===== src/hdl/wanf_pkg.sv =====
`timescale 1ns / 1ps
`default_nettype none

package wanf_pkg;

  // operation codes of one command beat
  typedef enum logic [1:0] {
    OP_CLEAR   = 2'd0,
    OP_APPEND  = 2'd1,
    OP_FIND    = 2'd2,
    OP_DISABLE = 2'd3
  } op_t;

  // one stored alarm
  typedef struct packed {
    logic        once;
    logic        en;
    logic [6:0]  mask;
    logic [17:0] hms;
  } entry_t;

  // controller to datapath
  typedef struct packed {
    logic latch;
    logic clear;
    logic append;
    logic scan_init;
    logic scan_issue;
    logic dis_read;
    logic dis_write;
    logic finish;
  } cmd_t;

  // datapath to controller
  typedef struct packed {
    op_t  op;
    logic scan_done;
    logic pipe_busy;
  } stat_t;

  localparam logic [16:0] SecsPerDay = 17'd86400;
  localparam logic [2:0]  LastDay    = 3'd6;

  // reciprocal constants for the divisions by 100 of the hhmmss digits
  localparam logic [18:0] Recip100Wide   = 19'd335545;  // shift by 25
  localparam logic [12:0] Recip100Narrow = 13'd5243;    // shift by 19

  // mask bit of a weekday, bit 6 is Sunday; no bit for day seven
  function automatic logic day_bit(input logic [6:0] mask, input logic [2:0] day);
    logic       hit;
    logic [2:0] pos;
    hit = 1'b0;
    pos = 3'd0;
    if (day <= LastDay) begin
      pos = LastDay - day;
      hit = mask[pos];
    end
    return hit;
  endfunction

endpackage

`default_nettype wire


===== src/hdl/weekly_alarm_next_finder.sv =====
`timescale 1ns / 1ps
`default_nettype none

// Weekly alarm table with a next-alarm search.
// Command channel: a beat is taken at a rising edge with start high and busy
// low; in_operation picks clear, append, find next or disable one-shot, and
// the other in_ fields give that command's operands.
// Result channel: every command gives one result beat, held on the out_
// ports for a single cycle while out_strobe is high. The receiver cannot
// stall, so results are never held back.
// Clear and append complete in the execute state; disable reads the entry,
// then writes it back; find next scans the N stored entries: the search
// reads one entry a cycle from the table RAM through a five-stage time
// conversion pipeline, then waits for it to drain. Disabled entries leave
// the pipeline after the read, so those at the end of the table drain early.
// One command is in flight at a time, so the next start is taken in the
// cycle the strobe is high.
// Reset empties the table (count to zero) and idles the controller; stored
// entries are only read below the count, so the RAM needs no clearing.

module weekly_alarm_next_finder #(
  parameter int MAX_ENTRIES = 32
) (
  input  wire logic        clk,
  input  wire logic        rst_n,
  input  wire logic        start,
  output logic             busy,
  input  wire logic [1:0]  in_operation,
  input  wire logic [17:0] in_entry_time,
  input  wire logic [6:0]  in_repeat_mask,
  input  wire logic        in_entry_enabled,
  input  wire logic        in_entry_once,
  input  wire logic [16:0] in_now_seconds,
  input  wire logic [2:0]  in_weekday,
  input  wire logic [4:0]  in_trigger_index,
  input  wire logic        in_trigger_once,
  output logic             out_strobe,
  output logic             out_found,
  output logic [17:0]      out_alarm_time,
  output logic             out_alarm_once,
  output logic [4:0]       out_alarm_index,
  output logic             out_accepted
);

  wanf_pkg::cmd_t  cmd;
  wanf_pkg::stat_t st;

  wanf_ctrl u_ctrl (
    .clk   (clk),
    .rst_n (rst_n),
    .start (start),
    .busy  (busy),
    .st    (st),
    .cmd   (cmd)
  );

  wanf_dp #(
    .MAX_ENTRIES (MAX_ENTRIES)
  ) u_dp (
    .clk              (clk),
    .rst_n            (rst_n),
    .cmd              (cmd),
    .st               (st),
    .in_operation     (in_operation),
    .in_entry_time    (in_entry_time),
    .in_repeat_mask   (in_repeat_mask),
    .in_entry_enabled (in_entry_enabled),
    .in_entry_once    (in_entry_once),
    .in_now_seconds   (in_now_seconds),
    .in_weekday       (in_weekday),
    .in_trigger_index (in_trigger_index),
    .in_trigger_once  (in_trigger_once),
    .out_strobe       (out_strobe),
    .out_found        (out_found),
    .out_alarm_time   (out_alarm_time),
    .out_alarm_once   (out_alarm_once),
    .out_alarm_index  (out_alarm_index),
    .out_accepted     (out_accepted)
  );

endmodule

`default_nettype wire


===== src/hdl/wanf_ram.sv =====
`timescale 1ns / 1ps
`default_nettype none

module wanf_ram #(
  parameter int WIDTH = 27,
  parameter int DEPTH = 32,
  localparam int AddrW = (DEPTH > 1) ? $clog2(DEPTH) : 1
) (
  input  wire logic                     clk,
  input  wire logic                     we,
  input  wire logic [AddrW-1:0]         waddr,
  input  wire logic [WIDTH-1:0]         wdata,
  input  wire logic                     re,
  input  wire logic [AddrW-1:0]         raddr,
  output logic      [WIDTH-1:0]         rdata
);

  logic [WIDTH-1:0] mem [DEPTH];

  // write port and registered read port
  always_ff @(posedge clk) begin
    if (we) begin
      mem[waddr] <= wdata;
    end
    if (re) begin
      rdata <= mem[raddr];
    end
  end

endmodule

`default_nettype wire


===== src/hdl/wanf_ctrl.sv =====
`timescale 1ns / 1ps
`default_nettype none

module wanf_ctrl (
  input  wire logic           clk,
  input  wire logic           rst_n,
  input  wire logic           start,
  output logic                busy,
  input  wire wanf_pkg::stat_t st,
  output wanf_pkg::cmd_t      cmd
);

  typedef enum logic [2:0] {
    S_IDLE,
    S_EXEC,
    S_SCAN,
    S_DRAIN,
    S_DIS
  } state_t;

  state_t state_r, state_nxt;
  logic   busy_r;

  // next state and commands
  always_comb begin
    state_nxt = state_r;
    cmd       = '0;
    case (state_r)
      S_IDLE: begin
        if (start) begin
          cmd.latch = 1'b1;
          state_nxt = S_EXEC;
        end
      end
      S_EXEC: begin
        case (st.op)
          wanf_pkg::OP_CLEAR: begin
            cmd.clear  = 1'b1;
            cmd.finish = 1'b1;
            state_nxt  = S_IDLE;
          end
          wanf_pkg::OP_APPEND: begin
            cmd.append = 1'b1;
            cmd.finish = 1'b1;
            state_nxt  = S_IDLE;
          end
          wanf_pkg::OP_FIND: begin
            cmd.scan_init = 1'b1;
            state_nxt     = S_SCAN;
          end
          default: begin
            cmd.dis_read = 1'b1;
            state_nxt    = S_DIS;
          end
        endcase
      end
      S_SCAN: begin
        if (st.scan_done) begin
          state_nxt = S_DRAIN;
        end else begin
          cmd.scan_issue = 1'b1;
        end
      end
      S_DRAIN: begin
        if (!st.pipe_busy) begin
          cmd.finish = 1'b1;
          state_nxt  = S_IDLE;
        end
      end
      S_DIS: begin
        cmd.dis_write = 1'b1;
        cmd.finish    = 1'b1;
        state_nxt     = S_IDLE;
      end
      default: begin
        state_nxt = S_IDLE;
      end
    endcase
  end

  // hold state and busy flag
  always_ff @(posedge clk) begin
    if (!rst_n) begin
      state_r <= S_IDLE;
      busy_r  <= 1'b0;
    end else begin
      state_r <= state_nxt;
      busy_r  <= (state_nxt != S_IDLE);
    end
  end

  assign busy = busy_r;

endmodule

`default_nettype wire


===== src/hdl/wanf_dp.sv =====
`timescale 1ns / 1ps
`default_nettype none

module wanf_dp #(
  parameter int MAX_ENTRIES = 32
) (
  input  wire logic            clk,
  input  wire logic            rst_n,
  input  wire wanf_pkg::cmd_t  cmd,
  output wanf_pkg::stat_t      st,
  input  wire logic [1:0]      in_operation,
  input  wire logic [17:0]     in_entry_time,
  input  wire logic [6:0]      in_repeat_mask,
  input  wire logic            in_entry_enabled,
  input  wire logic            in_entry_once,
  input  wire logic [16:0]     in_now_seconds,
  input  wire logic [2:0]      in_weekday,
  input  wire logic [4:0]      in_trigger_index,
  input  wire logic            in_trigger_once,
  output logic                 out_strobe,
  output logic                 out_found,
  output logic [17:0]          out_alarm_time,
  output logic                 out_alarm_once,
  output logic [4:0]           out_alarm_index,
  output logic                 out_accepted
);

  localparam int CW = $clog2(MAX_ENTRIES + 1);
  localparam int AW = (MAX_ENTRIES > 1) ? $clog2(MAX_ENTRIES) : 1;
  localparam int IW = (CW > 5) ? CW : 5;

  // fields that ride along the scan pipeline
  typedef struct packed {
    logic          once;
    logic [6:0]    mask;
    logic [17:0]   hms;
    logic [AW-1:0] idx;
  } meta_t;

  // latched command beat
  wanf_pkg::op_t    op_r;
  wanf_pkg::entry_t new_entry_r;
  logic [16:0]      now_r;
  logic [2:0]       wd_r;
  logic [4:0]       trig_idx_r;
  logic             trig_once_r;

  logic [CW-1:0]    count_r;
  logic [CW-1:0]    scan_addr_r;

  // table memory
  logic             ram_we, ram_re;
  logic [AW-1:0]    ram_waddr, ram_raddr;
  wanf_pkg::entry_t ram_wdata, ram_rdata;

  // scan pipeline
  logic          v0_r, v1_r, v2_r, v3_r, v4_r;
  logic [AW-1:0] idx0_r;
  meta_t         m1_r, m2_r, m3_r, m4_r;
  logic [36:0]   prod1_r;
  logic [11:0]   q1_r;
  logic [6:0]    ss2_r, ss3_r;
  logic [23:0]   prod2_r;
  logic [4:0]    q2_r;
  logic [6:0]    mm_r;
  logic [16:0]   sec_r;

  // best candidate so far
  logic          have_r;
  logic [17:0]   best_r;
  meta_t         best_m_r;

  // result registers
  logic          strobe_r, found_r, once_out_r, acc_r;
  logic [17:0]   time_out_r;
  logic [4:0]    idx_out_r;

  logic          full;
  logic          dis_hit;
  logic [11:0]   q1_nxt;
  logic [6:0]    ss_nxt;
  logic [4:0]    q2_nxt;
  logic [16:0]   sec_nxt;
  logic [2:0]    tom_day;
  logic          today_hit, tom_hit;
  logic [17:0]   sec_ext, cand;
  logic          cand_ok, take;

  assign full = (count_r >= CW'(MAX_ENTRIES));

  assign st.op        = op_r;
  assign st.scan_done = (scan_addr_r >= count_r);
  assign st.pipe_busy = v0_r | v1_r | v2_r | v3_r | v4_r;

  // drop the enable bit of a valid one-shot entry
  assign dis_hit = trig_once_r && (IW'(trig_idx_r) < IW'(count_r)) && ram_rdata.once;

  always_comb begin
    ram_we    = 1'b0;
    ram_waddr = AW'(count_r);
    ram_wdata = new_entry_r;
    if (cmd.append && !full) begin
      ram_we = 1'b1;
    end else if (cmd.dis_write && dis_hit) begin
      ram_we       = 1'b1;
      ram_waddr    = AW'(trig_idx_r);
      ram_wdata    = ram_rdata;
      ram_wdata.en = 1'b0;
    end
  end

  assign ram_re    = cmd.scan_issue | cmd.dis_read;
  assign ram_raddr = cmd.dis_read ? AW'(trig_idx_r) : AW'(scan_addr_r);

  wanf_ram #(
    .WIDTH ($bits(wanf_pkg::entry_t)),
    .DEPTH (MAX_ENTRIES)
  ) u_ram (
    .clk   (clk),
    .we    (ram_we),
    .waddr (ram_waddr),
    .wdata (ram_wdata),
    .re    (ram_re),
    .raddr (ram_raddr),
    .rdata (ram_rdata)
  );

  // split hhmmss into digits: seconds and the quotient by 100
  assign q1_nxt = prod1_r[36:25];
  assign ss_nxt = 7'(m1_r.hms - 18'(q1_nxt) * 18'd100);
  assign q2_nxt = prod2_r[23:19];
  assign sec_nxt = 17'(q2_r) * 17'd3600 + 17'(mm_r) * 17'd60 + 17'(ss3_r);

  // candidate of the entry at the end of the pipeline
  always_comb begin
    // wrap Saturday to Sunday; day seven wraps to Monday
    if (wd_r == wanf_pkg::LastDay) begin
      tom_day = 3'd0;
    end else if (wd_r > wanf_pkg::LastDay) begin
      tom_day = 3'd1;
    end else begin
      tom_day = wd_r + 3'd1;
    end
    today_hit = wanf_pkg::day_bit(m4_r.mask, wd_r);
    tom_hit   = wanf_pkg::day_bit(m4_r.mask, tom_day);
    sec_ext   = {1'b0, sec_r};
    cand      = sec_ext + {1'b0, wanf_pkg::SecsPerDay};
    cand_ok   = 1'b1;
    if (m4_r.once) begin
      if (sec_r >= now_r) begin
        cand = sec_ext;
      end
    end else if (today_hit && (sec_r >= now_r)) begin
      cand = sec_ext;
    end else if (!tom_hit) begin
      cand_ok = 1'b0;
    end
    take = v4_r && cand_ok && (!have_r || (cand < best_r));
  end

  // latch the beat and keep the table count
  always_ff @(posedge clk) begin
    if (!rst_n) begin
      count_r <= '0;
    end else if (cmd.clear) begin
      count_r <= '0;
    end else if (cmd.append && !full) begin
      count_r <= count_r + CW'(1);
    end
  end

  always_ff @(posedge clk) begin
    if (cmd.latch) begin
      op_r             <= wanf_pkg::op_t'(in_operation);
      new_entry_r.hms  <= in_entry_time;
      new_entry_r.mask <= in_repeat_mask;
      new_entry_r.en   <= in_entry_enabled;
      new_entry_r.once <= in_entry_once;
      now_r            <= in_now_seconds;
      wd_r             <= in_weekday;
      trig_idx_r       <= in_trigger_index;
      trig_once_r      <= in_trigger_once;
    end
  end

  // advance the scan address and valid bits
  always_ff @(posedge clk) begin
    if (!rst_n) begin
      scan_addr_r <= '0;
      v0_r        <= 1'b0;
      v1_r        <= 1'b0;
      v2_r        <= 1'b0;
      v3_r        <= 1'b0;
      v4_r        <= 1'b0;
      have_r      <= 1'b0;
    end else begin
      if (cmd.scan_init) begin
        scan_addr_r <= '0;
      end else if (cmd.scan_issue) begin
        scan_addr_r <= scan_addr_r + CW'(1);
      end
      v0_r <= cmd.scan_issue;
      v1_r <= v0_r && ram_rdata.en;
      v2_r <= v1_r;
      v3_r <= v2_r;
      v4_r <= v3_r;
      if (cmd.scan_init) begin
        have_r <= 1'b0;
      end else if (take) begin
        have_r <= 1'b1;
      end
    end
  end

  // pipeline payload
  always_ff @(posedge clk) begin
    idx0_r       <= AW'(scan_addr_r);
    m1_r.once    <= ram_rdata.once;
    m1_r.mask    <= ram_rdata.mask;
    m1_r.hms     <= ram_rdata.hms;
    m1_r.idx     <= idx0_r;
    prod1_r      <= 37'(ram_rdata.hms) * 37'(wanf_pkg::Recip100Wide);
    m2_r         <= m1_r;
    q1_r         <= q1_nxt;
    ss2_r        <= ss_nxt;
    prod2_r      <= 24'(q1_nxt) * 24'(wanf_pkg::Recip100Narrow);
    m3_r         <= m2_r;
    q2_r         <= q2_nxt;
    mm_r         <= 7'(q1_r - 12'(q2_nxt) * 12'd100);
    ss3_r        <= ss2_r;
    m4_r         <= m3_r;
    sec_r        <= sec_nxt;
    if (take) begin
      best_r   <= cand;
      best_m_r <= m4_r;
    end
  end

  // emit the result beat
  always_ff @(posedge clk) begin
    if (!rst_n) begin
      strobe_r <= 1'b0;
    end else begin
      strobe_r <= cmd.finish;
    end
  end

  always_ff @(posedge clk) begin
    if (cmd.finish) begin
      found_r    <= 1'b0;
      time_out_r <= '0;
      once_out_r <= 1'b0;
      idx_out_r  <= '0;
      acc_r      <= (op_r == wanf_pkg::OP_APPEND) && !full;
      if ((op_r == wanf_pkg::OP_FIND) && have_r) begin
        found_r    <= 1'b1;
        time_out_r <= best_m_r.hms;
        once_out_r <= best_m_r.once;
        idx_out_r  <= 5'(best_m_r.idx);
      end
    end
  end

  assign out_strobe      = strobe_r;
  assign out_found       = found_r;
  assign out_alarm_time  = time_out_r;
  assign out_alarm_once  = once_out_r;
  assign out_alarm_index = idx_out_r;
  assign out_accepted    = acc_r;

endmodule

`default_nettype wire


===== config.mk =====
export PLATFORM = sky130hd
export DESIGN_NAME = weekly_alarm_next_finder
export DESIGN_NICKNAME = d
export VERILOG_FILES = /design/src/hdl/wanf_pkg.sv /design/src/hdl/weekly_alarm_next_finder.sv /design/src/hdl/wanf_ram.sv /design/src/hdl/wanf_ctrl.sv /design/src/hdl/wanf_dp.sv
export SDC_FILE = /design/constraint.sdc
export NUM_CORES = 2
export LEC_CHECK = 0
export BUFFER_PORTS_ARGS = -buffer_cell sky130_fd_sc_hd__buf_2
export CORE_ASPECT_RATIO = 1.4
export CORE_UTILIZATION = 35
export CTS_CLUSTER_SIZE = 24
export DETAILED_ROUTE_END_ITERATION = 16
export PLACE_DENSITY = 0.5
export SYNTH_ARGS = -nofsm -noshare
export SYNTH_HDL_FRONTEND = slang
export SYNTH_SLANG_ARGS = --single-unit

===== constraint.sdc =====
create_clock -name clk -period 9.8 [get_ports clk]
set_clock_uncertainty 0.05 [all_clocks]
set_input_delay 0.49 -clock clk [delete_from_list [all_inputs] [get_ports clk]]
set_output_delay 0.49 -clock clk [all_outputs]
set_load 0.02 [all_outputs]

* After elaboration in Yosys (flattened, before gate mapping)
Memories as Yosys holds them, arrays and structs flattened. A register that Yosys moved wholly into a read port is not among the register bits.
Index checks and enable logic that the tools add are counted.
** Storage, ports and cells
- Register bits after elaboration :: 386
- Logic and storage cells :: 157
- Latch bits :: 0
- Memories kept :: 1
- Memory bits (writable) :: 864
- Output and inout bits :: 28
- ROM bits :: 0
- Input bits :: 58
** Memory list
- u_dp.u_ram.mem :: depth 32, width 27, read ports 1, clocked after memory_dff 1, write ports 1, line wanf_ram.sv:18 : logic [WIDTH-1:0] mem [DEPTH];
** Cells by class
- Divide/modulo/power cells :: 0
- Muxes and demuxes :: 43
- Equality and inequality tests :: 7
- Magnitude comparators :: 10
- Multipliers :: 6
- Bitwise operators :: 6
- Shift operators :: 0
- Reductions and logical operators :: 20
- Add/subtract/negate cells :: 10
** Operators by type and width (number)
- 18-bit two-way mux :: 3
- 27-bit two-way mux :: 2
- 18-bit by 19-bit multiplier with 37-bit output, second input constant :: 1
- 12-bit by 13-bit multiplier with 24-bit output, second input constant :: 1
- 1-bit two-way mux :: 24
- 17-bit by 17-bit adder with 18-bit output, second input constant :: 1
- 18-bit < comparator :: 1
- 3-bit two-way mux :: 6
- 17-bit by 13-bit adder with 17-bit output :: 1
- 17-bit by 7-bit adder with 17-bit output :: 1
- 17-bit greater-or-equal comparator :: 1
- 5-bit two-way mux :: 3
- 7-bit subtractor :: 2
- 5-bit by 8-bit multiplier with 13-bit output, second input constant :: 1
- 6-bit by 1-bit adder with 6-bit output, second input constant :: 2
- 12-bit by 5-bit multiplier with 5-bit output, second input constant :: 1
- 3-bit one-hot mux with 4 select lines :: 1
- 7-bit by 4-bit multiplier with 11-bit output, second input constant :: 1
- 1-bit logical AND :: 10
- 3-bit by 4-bit < comparator with 1-bit output, second input constant :: 2
- 1-bit binary-select mux with 3-bit select :: 2
- 3-bit by 2-bit equality test with 1-bit output, second input constant :: 2
- 3-bit equality test, second input constant :: 2
- 6-bit greater-or-equal comparator :: 1
- 21 further kinds :: 30

* Depth between registers and ports, before layout
- Word-level depth :: 12
- Mapped depth :: 21
- Depth with buffers taken out :: 21

* By module
Synthesis repeated with hierarchy kept, for this count alone.
** Unflattened totals
- Cell total of the unflattened synthesis :: 3706
- Area total of the unflattened synthesis :: 55376.9 sq um
** By module, submodules not included
- wanf_ram :: cells an instance 1915, area each 34493.1 sq um, times used 1
- wanf_dp :: cells an instance 1758, area each 20591.0 sq um, times used 1
- wanf_ctrl :: cells an instance 33, area each 292.8 sq um, times used 1

* Worst setup path after synthesis
Ideal clock, no wire load.
- Path type :: reg2reg
- Start point :: register u_dp.wd_r[0]
- End point :: register u_dp.best_m_r[0] (netlist bit), enable pin
- Data required time :: 9.199 ns
- Buffers on the path :: 1
- Setup time :: 0.551 ns
- Data arrival time :: 7.217 ns
- Stages on the path, launching flop included :: 16
- Path slack :: 1.982 ns
- Path through :: edfxtp_1 -> inv_1 -> ha_1 -> mux4_2 -> o21ai_0 -> a31oi_1 -> or2_2 -> clkbuf_1 -> a21boi_0 -> xor2_1 -> ha_1 -> a21o_1 -> a21o_1 -> a21oi_1 -> o21ai_0 -> nor4b_1
** Between the ends
- Elaborated cells on any way between the ends :: 25
- Those cells by class :: 3 x add/sub; 4 x order compare; 1 x eq/ne; 13 x mux; 4 x reduce/logical
** RTL lines
- start, declared :: line wanf_dp.sv:44 : logic [2:0] wd_r;
- start signal, assigned :: line wanf_dp.sv:180 : wd_r <= in_weekday;
- 3-bit subtractor :: line wanf_pkg.sv:55 : pos = LastDay - day;
- 1-bit binary-select mux with 3-bit select :: line wanf_pkg.sv:56 : hit = mask[pos];
- 1-bit two-way mux (implied by the code) :: line wanf_pkg.sv:56
- 1-bit two-way mux (*) :: line wanf_pkg.sv:54 : if (day <= LastDay) begin
- 1-bit logical AND (*) :: line wanf_dp.sv:153 : end else if (today_hit && (sec_r >= now_r)) begin
- 18-bit two-way mux (*) :: line wanf_dp.sv:153
- 18-bit two-way mux (*) :: line wanf_dp.sv:149 : if (m4_r.once) begin
- net u_dp.cand[11] :: line wanf_dp.sv:86 : logic [17:0] sec_ext, cand;
- 18-bit < comparator (*) :: line wanf_dp.sv:158 : take = v4_r && cand_ok && (!have_r || (cand < best_r));
- 1-bit logical OR (*) :: line wanf_dp.sv:158
- 1-bit logical AND (*) :: line wanf_dp.sv:158
- net u_dp.take :: line wanf_dp.sv:87 : logic cand_ok, take;
- end signal, assigned :: line wanf_dp.sv:235 : best_m_r <= m4_r;
- end, declared :: line wanf_dp.sv:71 : meta_t best_m_r;
The timed path passes the listed nets; every way through them passes the cells marked *. The select of a mux whose other input is x is not followed.
A chain may end at the register's enable or synchronous reset.

* Final worst setup path
- Start point :: register u_dp.u_ram.rdata[3] (read register of u_dp.u_ram.mem)
- End point :: register u_dp.prod1_r[30]
** Between the ends
- Longest elaborated chain between the ends :: 1
** RTL lines
- start, declared :: line wanf_ram.sv:15 : output logic [WIDTH-1:0] rdata
- 18-bit by 19-bit multiplier with 37-bit output :: line wanf_dp.sv:222 : prod1_r <= 37'(ram_rdata.hms) * 37'(wanf_pkg::Recip100Wide);
- end signal, assigned :: line wanf_dp.sv:222
- end, declared :: line wanf_dp.sv:60 : logic [36:0] prod1_r;
No other way between the ends.

==> run_summary.xml <==
<?xml version="1.0" encoding="UTF-8"?>
<metrics>
  <group name="yosys">
    <metric name="synthFlopType" unit="">edfxtp_1</metric>
    <metric name="syn_inst" unit="">3703</metric>
    <metric name="synth_fp_nets" unit="">4287</metric>
    <metric name="postSynth.asyncResetShare" unit="">0</metric>
    <metric name="synth_warnings" unit="">0</metric>
    <metric name="synth.ff_latch_count" unit="">1225</metric>
    <metric name="number_of_enable_flip_flop_cells_after_synthesis" unit="">1012</metric>
    <metric name="mappedNetlistArea" unit="µm²">55500</metric>
    <metric name="synth-seq-area-share" unit="">0.624</metric>
    <metric name="post_synth_num_cell_types" unit="">64</metric>
    <metric name="avgSynthCellArea" unit="µm²">15.0</metric>
  </group>
  <group name="timing">
    <metric name="clock.fmax" unit="MHz">168</metric>
    <metric name="setup_ws" unit="ns">3.83</metric>
    <metric name="unrepaired_setup_endpoints_after_global_routing" unit="">false</metric>
    <metric name="post-route-period-util" unit="">0.609</metric>
    <metric name="slew_violations" unit="">0</metric>
    <metric name="finalHoldViolCount" unit="">0</metric>
    <metric name="max_slew_margin" unit="">0.239</metric>
    <metric name="count_of_endpoints_failing_setup_in_the_final_report" unit="">0</metric>
    <metric name="totalNegativeSetupSlack" unit="ns">0</metric>
    <metric name="final.min_clock_period" unit="ns">5.97</metric>
    <metric name="max_slew.worst_pin.slew" unit="ns">1.14</metric>
  </group>
  <group name="route">
    <metric name="wl_met3" unit="mm">5.51</metric>
    <metric name="routedWlPerCell" unit="µm">23.1</metric>
    <metric name="detailroute.via_count" unit="">30147</metric>
    <metric name="route.met2.wl" unit="mm">74.0</metric>
    <metric name="route.top_layer_used" unit="">met5</metric>
    <metric name="drt_iter0_markers" unit="">1893</metric>
    <metric name="met1_wirelength" unit="mm">56.2</metric>
    <metric name="drt-pass1-iter-count" unit="">5</metric>
    <metric name="wirelength" unit="mm">140</metric>
    <metric name="via_per_inst" unit="">4.96</metric>
    <metric name="postRouteAntennaNets" unit="">0</metric>
    <metric name="drc_violations" unit="">0</metric>
  </group>
  <group name="grt">
    <metric name="grt_start_max_net_pins" unit="">142</metric>
    <metric name="gr-usage-all-layers" unit="">0.178</metric>
    <metric name="first_global_vias" unit="">31583</metric>
    <metric name="number_of_antenna_violations_at_the_first_check_in_global_routing" unit="">9</metric>
    <metric name="globalRouteOverflowTotal" unit="">0</metric>
    <metric name="grt_pass1_wl" unit="mm">208</metric>
  </group>
  <group name="setup_path">
    <metric name="data_arrival_time_of_the_critical_path" unit="ns">6.60</metric>
    <metric name="timing.critical_path.required" unit="ns">10.44</metric>
    <metric name="cp_slowest_cell" unit="">fa_1</metric>
    <metric name="path_class" unit="">reg -&gt; reg</metric>
    <metric name="crit_fanout" unit="">8</metric>
    <metric name="critical_path_s_most_frequent_cell" unit="">fa_1</metric>
    <metric name="worstPathCellList" unit="">fa_1, inv_1, fa_1, inv_1, fa_1, fa_1, fa_1, inv_1, fa_1, inv_1, ha_1, a21oi_1, nand2_1, a2111oi_0, o31ai_1, a21o_1, a21bo_2, o31ai_1, xnor2_1</metric>
    <metric name="worst_setup_path_end_kind" unit="">flop</metric>
    <metric name="critPathLaunchType" unit="">flop</metric>
    <metric name="delay_of_the_slowest_cell_on_the_worst_path" unit="ns">0.68</metric>
  </group>
  <group name="die">
    <metric name="initial_util" unit="">0.353</metric>
    <metric name="die-width" unit="µm">339</metric>
    <metric name="num_rows" unit="">172</metric>
    <metric name="core_region_area" unit="µm²">157000</metric>
    <metric name="top_level_ports" unit="">86</metric>
    <metric name="floorplan.die_area" unit="µm²">160000</metric>
    <metric name="die_span_y" unit="µm">473</metric>
  </group>
  <group name="worst_hold_path">
    <metric name="worstHoldPathType" unit="">in -&gt; reg</metric>
  </group>
  <group name="finish">
    <metric name="most_common_library_cell_in_the_layout_ignoring_fill_and_taps" unit="">edfxtp_1</metric>
    <metric name="finish.instance_area" unit="µm²">63300</metric>
    <metric name="drive_gt1_frac" unit="">0.136</metric>
    <metric name="most-common-layout-cells" unit="">edfxtp_1, inv_1, ha_1</metric>
    <metric name="final_net_count" unit="">4475</metric>
    <metric name="areaGrowthSynthToFinish" unit="%">14.0</metric>
  </group>
  <group name="placement">
    <metric name="dpl_cell_area" unit="µm²">58600</metric>
    <metric name="gp_routability_congestion" unit="">0.832</metric>
    <metric name="place_ws" unit="ns">3.84</metric>
    <metric name="port_buffers" unit="">85</metric>
    <metric name="post-dp-hpwl" unit="mm">85.1</metric>
  </group>
  <group name="clocking">
    <metric name="tritoncts_clock_tree" unit="">built</metric>
    <metric name="cts_sinks" unit="">1225</metric>
    <metric name="cts_max_level" unit="">4</metric>
    <metric name="clock_latency" unit="ns">0.76</metric>
    <metric name="clk_pin_slew_worst_paths" unit="ns">0.06</metric>
    <metric name="cts_buffers" unit="">131</metric>
    <metric name="clockBufferDepth" unit="">3</metric>
    <metric name="clock-root-buffer" unit="">clkbuf_16</metric>
    <metric name="postCtsResizedCells" unit="">0</metric>
  </group>
  <group name="flow_run">
    <metric name="number_of_maximum_capacitance_constraint_violations" unit="">0</metric>
  </group>
  <group name="pwr">
    <metric name="ir_worst_vdd" unit="mV">0.437</metric>
    <metric name="leakagePower" unit="nW">23.8</metric>
    <metric name="power.density" unit="nW/µm²">305</metric>
  </group>
  <group name="run_status">
    <metric name="status" unit="">finished clean</metric>
  </group>
</metrics>
power breakdown:
part / switching, mW / total, mW / internal, mW / leakage (nW)
logic: 4.51 / 8.30 / 3.79 / 10.8
registers: 0.230 / 6.17 / 5.94 / 10.9
clock network: 2.05 / 4.79 / 2.74 / 2.03
total: 6.80 / 19.3 / 12.5 / 23.8
layout make-up:
class	instances	area, µm²
diodes	2	5.00
clock inverters	64	510
fillers	14538	93800
clock buffers	169	3640
inverters	392	1470
repair buffers	199	1480
multi-input cells	1942	18900
well taps	2088	2610
flip-flops and latches	1225	34700
kinds of logic after synthesis:
| family | after synthesis | share of synthesized area |
|---|---|---|
| fa+ha+maj | 526 | 0.143 |
| simple gates | 664 | 0.0585 |
| buf+inv | 536 | 0.0412 |
| compound gates | 522 | 0.0671 |
| flops | 1225 | 0.624 |
| xor+xnor | 74 | 0.0117 |
| mux | 156 | 0.0540 |
synth_stat cells, types with 7 or more instances:
master	count	area share
mux2_2	29	0.0059
dfxtp_1	213	0.077
nor2b_1	10	0.0011
edfxtp_1	1012	0.55
fa_1	182	0.066
o22ai_1	28	0.0032
xnor2_1	51	0.0080
nand3_1	17	0.0015
o21bai_1	9	0.0012
a221oi_2	13	0.0035
o21ai_0	22	0.0020
nand2_1	302	0.020
buf_2	33	0.0030
buf_4	22	0.0030
mux4_2	110	0.045
a31oi_1	10	0.0011
a221oi_1	15	0.0024
a211oi_1	113	0.015
a21oi_1	120	0.011
mux2i_1	15	0.0027
or2_2	7	0.00079
nand4_1	11	0.0012
ha_1	344	0.078
nand2b_1	13	0.0015
a21o_1	41	0.0055
o21a_1	11	0.0015
clkbuf_1	68	0.0046
a311oi_1	54	0.0085
nor2_1	62	0.0042
xor2_1	23	0.0036
buf_6	13	0.0026
nor3_1	16	0.0014
and3_1	85	0.0096
inv_1	392	0.027
o31ai_1	57	0.0077
and2_1	119	0.013
worst paths after layout:
| check | slack, ns | cells past startpoint | to | from |
|---|---|---|---|---|
| hold / removal | 0.06 | 2 | u_dp.out_strobe | rst_n |
| hold reg to reg | 0.27 | 0 | u_dp.m3_r[20] | u_dp.m2_r[20] |
| setup reg to reg | 3.83 | 19 | u_dp.prod1_r[30] | u_dp.u_ram.rdata[3] |
| setup / recovery | 3.83 | 19 | u_dp.prod1_r[30] | u_dp.u_ram.rdata[3] |
metal layers:
metal / global-route usage / vias up
met5: 0 / -
met4: 0.0678 / 4
met3: 0.0254 / 228
met2: 0.325 / 609
met1: 0.209 / 15357
li1: - / 13949
critical path: cells and delay by family, from the launching register on:
family | cells | cell delay, ns
compound gates | 6 | 1.49
flops | 1 | 0.60
simple gates | 1 | 0.08
xor+xnor | 1 | 0.14
buf+inv | 4 | 0.28
fa+ha+maj | 7 | 3.24
what timing repair did:
item / CTS / global route
buffers inserted: 0 / 0
endpoints found under the hold margin: 55 / 0
hold buffers: 55 / 0
sequential cells by signal, summed over array words and instances, names as in the netlist, 7 cells and up:
| signal | flops |
|---|---|
| u_dp.mm_r | 7 |
| u_dp.prod1_r | 12 |
| u_dp.best_m_r | 24 |
| u_dp.best_r | 16 |
| u_dp.m2_r | 31 |
| u_dp.u_ram.rdata | 27 |
| u_dp.u_ram.mem | 864 |
| u_dp.out_alarm_time | 18 |
| u_dp.now_r | 17 |
| u_dp.new_entry_r | 27 |
| u_dp.m4_r | 31 |
| u_dp.m3_r | 31 |
| u_dp.q1_r | 7 |
| u_dp.m1_r | 31 |
| u_dp.sec_r | 15 |
stage by stage:
| stage | total power, mW | hold WS (ns) | utilization | cells |
|---|---|---|---|---|
| finish | 19.3 | 0.0584 | 0.403 | 6081 |
| global route | 21.1 | 0.0617 | 0.403 | 6080 |
| CTS | 19.6 | 0.00378 | 0.403 | 6079 |
| detailed placement | 14.6 | 0.262 | 0.373 | 5791 |
| global placement | 14.6 | 0.260 | 0.373 | 5791 |
| floorplan | 12.7 | 0.260 | - | 3703 |
Note: power is estimated with default switching activity, not from simulation.
